**config.mk**
```make
export PLATFORM = sky130hd
export DESIGN_NAME = rgb_to_ycbcr420_block_flat
export DESIGN_NICKNAME = d
export VERILOG_FILES = /design/src/ycc_pkg.sv /design/src/ycc_in_if.sv /design/src/ycc_out_if.sv /design/src/ycc_lane.sv /design/src/ycc_merge.sv /design/src/rgb_to_ycbcr420_block.sv /design/src/flat_wrapper.sv
export SDC_FILE = /design/constraint.sdc
export NUM_CORES = 2
export LEC_CHECK = 0
export BUFFER_PORTS_ARGS = -buffer_cell sky130_fd_sc_hd__buf_4
export CAP_MARGIN = 20
export CORE_AREA = 3 3 370 372
export DETAILED_ROUTE_END_ITERATION = 16
export DIE_AREA = 0 0 373 375
export PLACE_DENSITY = 0.81
export SLEW_MARGIN = 20
export SYNTH_ARGS = -nofsm -noshare
export SYNTH_HDL_FRONTEND = slang
export SYNTH_HIERARCHICAL = 1
export SYNTH_SLANG_ARGS = --single-unit
```
**constraint.sdc**
```tcl
create_clock -name clk -period 13.5 [get_ports clk]
set_input_delay 2.7 -clock clk [delete_from_list [all_inputs] [get_ports clk]]
set_output_delay 2.7 -clock clk [all_outputs]
set_load 0.005 [all_outputs]
```
**src/ycc_pkg.sv**
```systemverilog
// package: payload types, fixed-point weights and the clamp shared by the converter
package ycc_pkg;

  localparam int FracBits = 16;
  localparam int QW       = 26;  // signed width of a per-pixel q.16 value
  localparam int CW       = 24;  // width of a clamped q.16 value, 0 .. 255 << 16
  localparam int SW       = 26;  // width of a four-pixel chroma sum
  localparam int Lanes    = 4;

  localparam logic signed [QW-1:0] LumaOffs   = QW'(16 <<< FracBits);
  localparam logic signed [QW-1:0] ChromaOffs = QW'(128 <<< FracBits);
  localparam logic signed [QW-1:0] TopQ       = QW'(255 <<< FracBits);

  // bt.601 weights folded with 219/255 and 224/255
  localparam logic signed [QW-1:0] YR  = QW'(16829);
  localparam logic signed [QW-1:0] YG  = QW'(33039);
  localparam logic signed [QW-1:0] YB  = QW'(6416);
  localparam logic signed [QW-1:0] CbR = QW'(9714);
  localparam logic signed [QW-1:0] CbG = QW'(19071);
  localparam logic signed [QW-1:0] CbB = QW'(28785);
  localparam logic signed [QW-1:0] CrR = QW'(28785);
  localparam logic signed [QW-1:0] CrG = QW'(24104);
  localparam logic signed [QW-1:0] CrB = QW'(4681);

  typedef struct packed {
    logic [7:0] red_0;
    logic [7:0] green_0;
    logic [7:0] blue_0;
    logic [7:0] red_1;
    logic [7:0] green_1;
    logic [7:0] blue_1;
    logic [7:0] red_2;
    logic [7:0] green_2;
    logic [7:0] blue_2;
    logic [7:0] red_3;
    logic [7:0] green_3;
    logic [7:0] blue_3;
  } blk_in_t;

  typedef struct packed {
    logic [7:0] luma_0;
    logic [7:0] luma_1;
    logic [7:0] luma_2;
    logic [7:0] luma_3;
    logic [7:0] chroma_blue;
    logic [7:0] chroma_red;
  } blk_out_t;

  typedef struct packed {
    logic [7:0] red;
    logic [7:0] green;
    logic [7:0] blue;
  } rgb_t;

  typedef struct packed {
    logic [7:0]    luma;
    logic [CW-1:0] cb;
    logic [CW-1:0] cr;
  } lane_t;

  function automatic logic [CW-1:0] limit_q(input logic signed [QW-1:0] v);
    logic [CW-1:0] res;
    if (v < 0) begin
      res = '0;
    end else if (v > TopQ) begin
      res = TopQ[CW-1:0];
    end else begin
      res = v[CW-1:0];
    end
    return res;
  endfunction

endpackage

```
**src/ycc_in_if.sv**
```systemverilog
// interface: input channel carrying one 2x2 rgb block per item
interface ycc_in_if;
  logic             valid;
  logic             ready;
  ycc_pkg::blk_in_t data;

  modport source (output valid, output data, input ready);
  modport sink   (input valid, input data, output ready);
endinterface

```
**src/ycc_out_if.sv**
```systemverilog
// interface: output channel carrying four luma values and one chroma pair per item
interface ycc_out_if;
  logic              valid;
  logic              ready;
  ycc_pkg::blk_out_t data;

  modport source (output valid, output data, input ready);
  modport sink   (input valid, input data, output ready);
endinterface

```
**src/ycc_lane.sv**
```systemverilog
// module: one pixel lane, rgb to clamped q.16 y/cb/cr with rounded luma, registered
module ycc_lane (
  input  logic          clk,
  input  logic          en,
  input  ycc_pkg::rgb_t px,
  output ycc_pkg::lane_t res
);
  import ycc_pkg::*;

  logic signed [QW-1:0] r_s;
  logic signed [QW-1:0] g_s;
  logic signed [QW-1:0] b_s;
  logic signed [QW-1:0] y_q;
  logic signed [QW-1:0] cb_q;
  logic signed [QW-1:0] cr_q;
  logic [CW-1:0]        y_lim;
  logic [CW-1:0]        y_rnd;
  lane_t                res_next;

  assign r_s = QW'($signed({1'b0, px.red}));
  assign g_s = QW'($signed({1'b0, px.green}));
  assign b_s = QW'($signed({1'b0, px.blue}));

  assign y_q  = LumaOffs + YR * r_s + YG * g_s + YB * b_s;
  assign cb_q = ChromaOffs - CbR * r_s - CbG * g_s + CbB * b_s;
  assign cr_q = ChromaOffs + CrR * r_s - CrG * g_s - CrB * b_s;

  // round half up, clamped value stays below 2^24 after the add
  assign y_lim = limit_q(y_q);
  assign y_rnd = y_lim + CW'(1 << (FracBits - 1));

  always_comb begin
    res_next.luma = y_rnd[FracBits +: 8];
    res_next.cb   = limit_q(cb_q);
    res_next.cr   = limit_q(cr_q);
  end

  always_ff @(posedge clk) begin
    if (en) begin
      res <= res_next;
    end
  end

endmodule

```
**src/ycc_merge.sv**
```systemverilog
// module: merge stage, averages lane chroma into one 4:2:0 pair and registers the result
module ycc_merge (
  input  logic              clk,
  input  logic              en,
  input  ycc_pkg::lane_t    lane [ycc_pkg::Lanes],
  output ycc_pkg::blk_out_t res
);
  import ycc_pkg::*;

  logic [SW-1:0] cb_sum;
  logic [SW-1:0] cr_sum;
  blk_out_t      res_next;

  // sum of four plus half of the 2^18 divisor, max stays below 2^26
  always_comb begin
    cb_sum = SW'(1 << (FracBits + 1));
    cr_sum = SW'(1 << (FracBits + 1));
    for (int k = 0; k < Lanes; k++) begin
      cb_sum = cb_sum + SW'(lane[k].cb);
      cr_sum = cr_sum + SW'(lane[k].cr);
    end
  end

  always_comb begin
    res_next.luma_0      = lane[0].luma;
    res_next.luma_1      = lane[1].luma;
    res_next.luma_2      = lane[2].luma;
    res_next.luma_3      = lane[3].luma;
    res_next.chroma_blue = cb_sum[FracBits+2 +: 8];
    res_next.chroma_red  = cr_sum[FracBits+2 +: 8];
  end

  always_ff @(posedge clk) begin
    if (en) begin
      res <= res_next;
    end
  end

endmodule

```
**src/rgb_to_ycbcr420_block.sv**
```systemverilog
// top level: 2x2 rgb block to bt.601 studio-range luma and 4:2:0 chroma
//
// one item is a 2x2 block of 8-bit rgb pixels (top-left, top-right, bottom-left,
// bottom-right); each result item holds four luma values in 16..235 and one
// averaged cb/cr pair in 16..240. the block takes one item per clock while the
// sink takes results: four pixel lanes convert the pixels in parallel into
// q.16 values (constant-weight multiplies, clamp, luma rounding) and register
// them, then the merge stage sums the four chroma values, rounds half up and
// holds the result in the output register. the input is held off only when both
// stages hold an item and the sink is not ready; a stage that is empty or moving
// on lets the next item in during the same cycle. no state survives between
// items, and reset only clears the stage valid flags.
module rgb_to_ycbcr420_block (
  input  logic   clk,
  input  logic   rst,
  ycc_in_if.sink   pix,
  ycc_out_if.source ycc
);
  import ycc_pkg::*;

  rgb_t  px   [Lanes];
  lane_t lane [Lanes];

  logic s1_valid;
  logic s2_valid;
  logic s1_adv;
  logic s0_adv;

  // stage 2 moves when the output is empty or being taken
  assign s1_adv    = !s2_valid || ycc.ready;
  assign s0_adv    = !s1_valid || s1_adv;
  assign pix.ready = s0_adv;
  assign ycc.valid = s2_valid;

  // split the block into its four pixels
  always_comb begin
    px[0] = '{red: pix.data.red_0, green: pix.data.green_0, blue: pix.data.blue_0};
    px[1] = '{red: pix.data.red_1, green: pix.data.green_1, blue: pix.data.blue_1};
    px[2] = '{red: pix.data.red_2, green: pix.data.green_2, blue: pix.data.blue_2};
    px[3] = '{red: pix.data.red_3, green: pix.data.green_3, blue: pix.data.blue_3};
  end

  // per-pixel lanes, loaded whenever stage 1 can take a new item
  for (genvar k = 0; k < Lanes; k++) begin : g_lane
    ycc_lane u_lane (
      .clk (clk),
      .en  (s0_adv),
      .px  (px[k]),
      .res (lane[k])
    );
  end

  // chroma average and output register
  ycc_merge u_merge (
    .clk  (clk),
    .en   (s1_adv),
    .lane (lane),
    .res  (ycc.data)
  );

  // stage valid flags
  always_ff @(posedge clk) begin
    if (rst) begin
      s1_valid <= 1'b0;
      s2_valid <= 1'b0;
    end else begin
      if (s0_adv) begin
        s1_valid <= pix.valid;
      end
      if (s1_adv) begin
        s2_valid <= s1_valid;
      end
    end
  end

  // accepted item shows up in stage 1
  a_accept_fills: assert property (@(posedge clk) disable iff (rst)
    (pix.valid && pix.ready) |=> s1_valid)
    else $error("accepted item lost before stage 1");

  // a stalled stage 1 item is kept
  a_s1_hold: assert property (@(posedge clk) disable iff (rst)
    (s1_valid && !s1_adv) |=> s1_valid)
    else $error("stalled stage 1 item dropped");

  // empty first stage never blocks the input
  a_ready_empty: assert property (@(posedge clk) disable iff (rst)
    !s1_valid |-> pix.ready)
    else $error("input blocked with empty pipeline");

  // results stay in studio range; only luma_0 and luma_3 are checked for luma
  a_luma_range: assert property (@(posedge clk) disable iff (rst)
    ycc.valid |-> (ycc.data.luma_0 >= 8'd16 && ycc.data.luma_0 <= 8'd235 &&
                   ycc.data.luma_3 >= 8'd16 && ycc.data.luma_3 <= 8'd235))
    else $error("luma out of range");

  a_chroma_range: assert property (@(posedge clk) disable iff (rst)
    ycc.valid |-> (ycc.data.chroma_blue >= 8'd16 && ycc.data.chroma_blue <= 8'd240 &&
                   ycc.data.chroma_red >= 8'd16 && ycc.data.chroma_red <= 8'd240))
    else $error("chroma out of range");

endmodule

```
**src/flat_wrapper.sv**
```systemverilog
// flat-port wrapper written by rule: the top's interface ports become plain ports
module rgb_to_ycbcr420_block_flat import ycc_pkg::*;
  (clk, rst, pix_valid, pix_data, pix_ready, ycc_valid, ycc_data, ycc_ready);
  ycc_in_if pix_i ();
  ycc_out_if ycc_i ();
  input  logic clk;
  input  logic rst;
  input wire logic [$bits(pix_i.valid)-1:0] pix_valid;
  input wire logic [$bits(pix_i.data)-1:0] pix_data;
  output wire logic [$bits(pix_i.ready)-1:0] pix_ready;
  output wire logic [$bits(ycc_i.valid)-1:0] ycc_valid;
  output wire logic [$bits(ycc_i.data)-1:0] ycc_data;
  input wire logic [$bits(ycc_i.ready)-1:0] ycc_ready;
  assign pix_i.valid = pix_valid;
  assign pix_i.data = pix_data;
  assign pix_ready = pix_i.ready;
  assign ycc_valid = ycc_i.valid;
  assign ycc_data = ycc_i.data;
  assign ycc_i.ready = ycc_ready;
  rgb_to_ycbcr420_block u_core (.clk(clk), .rst(rst), .pix(pix_i), .ycc(ycc_i));
endmodule
```
Yosys cells after proc, flatten, opt, wreduce, memory -nomap -nowiden
Index checks and enable logic that the tools add are counted.
{ "totals": {"regBits": 274, "inputBits": 100, "output_inout_bits": 50, "word_cells": 164} }
{ "classes": {"add_sub_neg": 48, "mul": 36, "magnitude_cmp": 24, "n_mux": 16, "n_reduce_logical": 12} }
{ "ops": {"columns": ["op", "n"], "rows": [
  ["24-bit 2-to-1 mux", 16],
  ["15-bit by 8-bit multiplier with 23-bit output (first input constant)", 16],
  ["26-bit by 25-bit greater-than comparator with 1-bit output (second input constant)", 12],
  ["26-bit by 1-bit < comparator with 1-bit output (second input constant)", 12],
  ["26-bit by 24-bit adder with 26-bit output", 9],
  ["13-bit by 8-bit multiplier with 21-bit output (first input constant)", 8],
  ["22-bit by 26-bit adder with 26-bit output (first input constant)", 4],
  ["26-bit by 22-bit adder with 26-bit output", 4],
  ["26-bit by 25-bit adder with 26-bit output", 4],
  ["25-bit by 23-bit subtractor with 26-bit output", 4],
  ["25-bit by 24-bit subtractor with 26-bit output", 4],
  ["26-bit by 22-bit subtractor with 26-bit output", 4],
  ["24-bit by 23-bit adder with 25-bit output (first input constant)", 4],
  ["24-bit by 22-bit subtractor with 25-bit output (first input constant)", 4],
  ["24-bit by 16-bit adder with 24-bit output (second input constant)", 4],
  ["16-bit by 8-bit multiplier with 24-bit output (first input constant)", 4],
  ["12-bit by 8-bit multiplier with 20-bit output (first input constant)", 4],
  ["9-bit by 8-bit multiplier with 17-bit output (first input constant)", 4],
  ["18-bit by 24-bit adder with 25-bit output (first input constant)", 2],
  ["25-bit by 24-bit adder with 26-bit output", 1],
  ["2-bit OR reduction", 8],
  ["1-bit logical NOT", 2],
  ["1-bit logical OR", 2]
]} }

Depth between registers and ports, before layout
{ "logic_depth": {"ltp_word": 8, "mapped_depth": 37, "depth_no_buf": 35} }

Hierarchy
The synthesis kept the hierarchy.
{ "by_module_without_submodules": {"columns": ["mod", "n_inst", "cells_per_inst", "area_per_inst_um2", "seq_area_each_um2"], "rows": [
  ["ycc_lane at u_core.g_lane[1].u_lane", 1, 2192, 20220.6, 1681.6],
  ["ycc_lane at u_core.g_lane[3].u_lane", 1, 2161, 20110.5, 1681.6],
  ["ycc_lane at u_core.g_lane[0].u_lane", 1, 2161, 20103.0, 1681.6],
  ["ycc_lane at u_core.g_lane[2].u_lane", 1, 2134, 19987.9, 1681.6],
  ["ycc_merge", 1, 582, 6107.1, 1441.4],
  ["rgb_to_ycbcr420_block", 1, 8, 71.3, 40.0]
]} }

Worst setup path after synthesis
Ideal clock, no wire load.
{ "synth_timing": {"kind": "input to register", "start": "input pix_data[37]", "end": "register u_core/g_lane[2].u_lane/res[12] (netlist name) (data pin)", "setup_ps": 262, "arrival_ps": 10766, "t_required_ps": 13238, "path_slack_ps": 2472, "stages": 32, "path_buffers": 1, "path_cell_list": "fa_1 -> inv_1 -> fa_1 -> inv_1 -> fa_1 -> inv_1 -> fa_1 -> inv_1 -> ha_1 -> a21o_1 -> a31oi_1 -> o21bai_1 -> a21oi_1 -> xnor2_1 -> fa_1 -> fa_1 -> fa_1 -> inv_1 -> ha_1 -> ha_1 -> ha_1 -> nand4_1 -> a21oi_1 -> a21o_1 -> a31oi_1 -> o21a_1 -> xor2_1 -> a41o_1 -> or4b_1 -> o41ai_4 -> buf_4 -> nor2_1"} }
{ "synth_between": {"elab_chain_cells": 5, "elab_cells_between_ends": 6, "cone_classes": "add/sub (2); mul (1); order compare (2); reduce/logical (1)"} }
{ "synth_lines": {"columns": ["element", "line_no", "source"], "rows": [
  ["start, declared", "flat_wrapper.sv:9", "input wire logic [$bits(pix_i.data)-1:0] pix_data;"],
  ["12-bit by 8-bit multiplier with 20-bit output (*)", "ycc_lane.sv:26", "assign cr_q = ChromaOffs + CrR * r_s - CrG * g_s - CrB * b_s;"],
  ["25-bit by 23-bit subtractor with 26-bit output (*)", "ycc_lane.sv:26", null],
  ["26-bit by 22-bit subtractor with 26-bit output (*)", "ycc_lane.sv:26", null],
  ["26-bit by 1-bit < comparator with 1-bit output or 26-bit by 25-bit greater-than comparator with 1-bit output (tied branches)", "ycc_pkg.sv:63, ycc_pkg.sv:65", null],
  ["2-bit OR reduction (no source line)", null, null],
  ["end signal, assigned", "ycc_lane.sv:40", "res <= res_next;"],
  ["end, declared", "ycc_lane.sv:6", "output ycc_pkg::lane_t res"]
]} }
Every way passes the cells marked *; elsewhere a longest branch is shown, timed or not.
A chain may end at the register's enable or synchronous reset.

Worst setup path in the final report
{ "layout_timing": {"start": "input pix_data[37]", "end": "register u_core/g_lane[2].u_lane/res[9] (netlist name) (data pin)"} }
Same word-level chain as after synthesis.

==> impl_results.md <==
- Slew margin rel.: 26.1%
- Overall Global Routing Usage: 33.3%
- Post-synth top cells: inv_1, ha_1, fa_1
- First-pass GRT wire length: 369000 um
- Count leader, synth: inv_1
- Row count: 134
- Netlist Area Pre-Place: 86600 um^2
- CTS tree: yes
- Avg Cell Area, Syn: 9.37 um^2
- GRT overflow: 0
- Register bit total from synthesis: 274
- Die H: 375 um
- Crit-path most repeated cell: fa_1
- Final setup viols: 0
- Max_cap viols: 0
- Reg2reg path depth: 13
- Nets: 12414
- Register-to-register setup slack: 8.92 ns
- WP data arrival: 11.73 ns
- CP startpoint: pix_data[37]
- DRC: 0
- Routed Antenna Nets: 0
- Multi-input gate area: 70000 um^2
- Vias per std cell: 5.99
- Status: complete, no violations
- Post-route setup TNS: 0 ns
- Max frequency: 87.5 MHz
- Final hold vios: 0
- GP Congestion: 1.04
- Initial Utilization: 64.8%
- Slowest CP cell: o41ai_4
- Critical path type: input port to register
- RSZ-0062 raised after global routing: no
- Chip Width: 373 um
- FILL cells: 10577
- Synth Instances: 9238
- Post-DP HPWL: 200000 um
- Sequential area share after synthesis: 9.48%
- Initial antenna violation count: 3
- Storage cell area: 8210 um^2
- Min-delay worst type: register to register
- Worst Max-Slew Pin Slew: 1.10 ns
- Initial DRC Count: 5080
- R2r endpoint: u_core/u_merge/res[4]
- Clock buffer depth: 3
- Crit share post-route: 84.7%
- Largest net degree at the start of global routing: 154
- Hold depth: 0
- I/O Buffers: 149
- Yosys cell types: 134
- RR Startpoint: u_core/g_lane[2].u_lane/res[3]
- Worst Setup Start Kind: input port
- Full die area: 140000 um^2
- Clock sinks: 274
- Number of flops mapped to enable cells by yosys: 272
- Post-CTS Setup Bufs: 0
- Tmin final: 11.43 ns
- Post-synth top area share: 26.8%
- Clk slew on worst S/H paths: 0.06 ns
- Crit. End Element: register
- CTS H-tree lvls: 2
- Layout cells sized above 1: 4.12%
- Number of synthesis warnings: 6
- Largest cells by area after synthesis: ha_1, fa_1, edfxtp_1
- Area leader, netlist: ha_1
- Clk_lat worst skew: 0.57 ns
- Skew final: 0.0182 ns
- Core Area: 134000 um^2
- Hold Buf Count CTS: 0
- Avg WL per Cell: 20.9 um
- Ys async rst share: 0%
- Crit path largest cell delay: 0.71 ns
- Crit path required time: 13.80 ns
- Pre-antenna DRT Iters: 8
- Routed WL: 233000 um
- Post-CTS sizing: 0
- Syn_nets: 12298
- Final Max Slew Viols: 0
- Clock root cell: clkbuf_16
- Primary FF master, synth: edfxtp_1
- Num CTS Buffers: 36
- Number of global-route vias before repair: 68381
- Layout area overhead: 4.94%
- Critical Path Fanout Max: 16
- Worst setup path endpoint: u_core/g_lane[2].u_lane/res[9]
- Num ports: 150
- Via count: 66744
[logic make-up (layout without fill, tap and decap cells)]
| group | count (synthesis) | after routing | share of synthesized area (%) |
|---|---|---|---|
| muxes | 25 | 25 | 0.295 |
| adders and majority gates | 2960 | 2960 | 52.3 |
| DFF | 274 | 274 | 9.48 |
| other | 0 | 1 | 0 |
| xor gates and xnor gates | 581 | 581 | 5.93 |
| AOI/OAI and AO/OA | 1658 | 1658 | 12.8 |
| and+or+nand+nor | 1529 | 1529 | 9.48 |
| buffers and inverters | 2211 | 2355 | 9.66 |
[layout by cell type (no fill, tap or decap), types with 40 or more instances in the layout]
master	count
a211oi_1	61
a31oi_1	71
nand2_1	296
nor3_1	151
ha_1	1858
edfxtp_1	272
fa_1	1102
a21o_1	175
nand3_1	113
and3_1	59
o21ai_0	232
nor2_1	335
xor2_1	211
inv_1	2135
xnor2_1	364
buf_4	153
o21a_1	98
nand2b_1	72
nor2b_1	79
nor4_1	60
or3_1	40
o21bai_1	60
o211ai_1	51
nand4_1	43
a21oi_1	523
[metal layers]
metal | global-route usage, % | wire length, um | up-vias
met1 | 45.3 | 99600 | 32778
met4 | 11.4 | 9200 | 0
met5 | 0 | 0 | -
met3 | 5.31 | 17900 | 445
li1 | - | - | 31205
met2 | 54.2 | 106000 | 2316
[stage by stage]
stage               hold slack (ns)  instances  util, %  setup WS [ns]  area (um^2)
finish                        0.416      11151     68.0           2.07        90900
global route                  0.419      11150     68.0           1.61        90900
CTS                           0.414      11150     68.0           2.17        90900
detailed placement            0.405      11084     67.1           1.58        89700
global placement              0.400      11084     67.1           1.66        89600
floorplan                     0.400       9238        -           2.47        86600
[cell type report]
class | count | share of cell area [%]
antenna | 1 | 0.00275
clock buffer | 39 | 1.03
clock inverter | 27 | 0.318
inverter | 2135 | 8.82
multi-input combinational | 6753 | 77.1
sequential | 274 | 9.03
tap | 1768 | 2.43
timing repair buffer | 154 | 1.29
[critical path, delay by kind of cell]
kind / cells / cell delay, ns
buffers and inverters: 6 / 0.55
adder cells (fa/ha/maj): 11 / 5.03
AND/OR/NAND/NOR: 3 / 0.80
XOR/XNOR: 2 / 0.35
AO/OA/AOI/OAI: 10 / 2.28
[flip-flops by register name, summed over array words and instances, names as in the netlist]
name	count
u_core/g_lane.u_lane/res	224
u_core/u_merge/res	48
u_core/s1_valid	1
u_core/ycc.valid	1
[how the worst min path moves through the flow]
stage | slack (ns) | endpoint | startpoint
floorplan | 0.40 | u_core/u_merge/res[16] | u_core/g_lane[3].u_lane/res[48]
global placement | 0.40 | u_core/u_merge/res[29] | u_core/g_lane[2].u_lane/res[53]
detailed placement | 0.40 | u_core/u_merge/res[17] | u_core/g_lane[3].u_lane/res[49]
CTS | 0.41 | u_core/u_merge/res[36] | u_core/g_lane[1].u_lane/res[52]
global route | 0.42 | u_core/u_merge/res[36] | u_core/g_lane[1].u_lane/res[52]
finish | 0.42 | u_core/u_merge/res[32] | u_core/g_lane[1].u_lane/res[48]
Power is left out: the tool's default activity adds up to more than one toggle a clock period on the data nets, which glitch-free logic cannot reach.
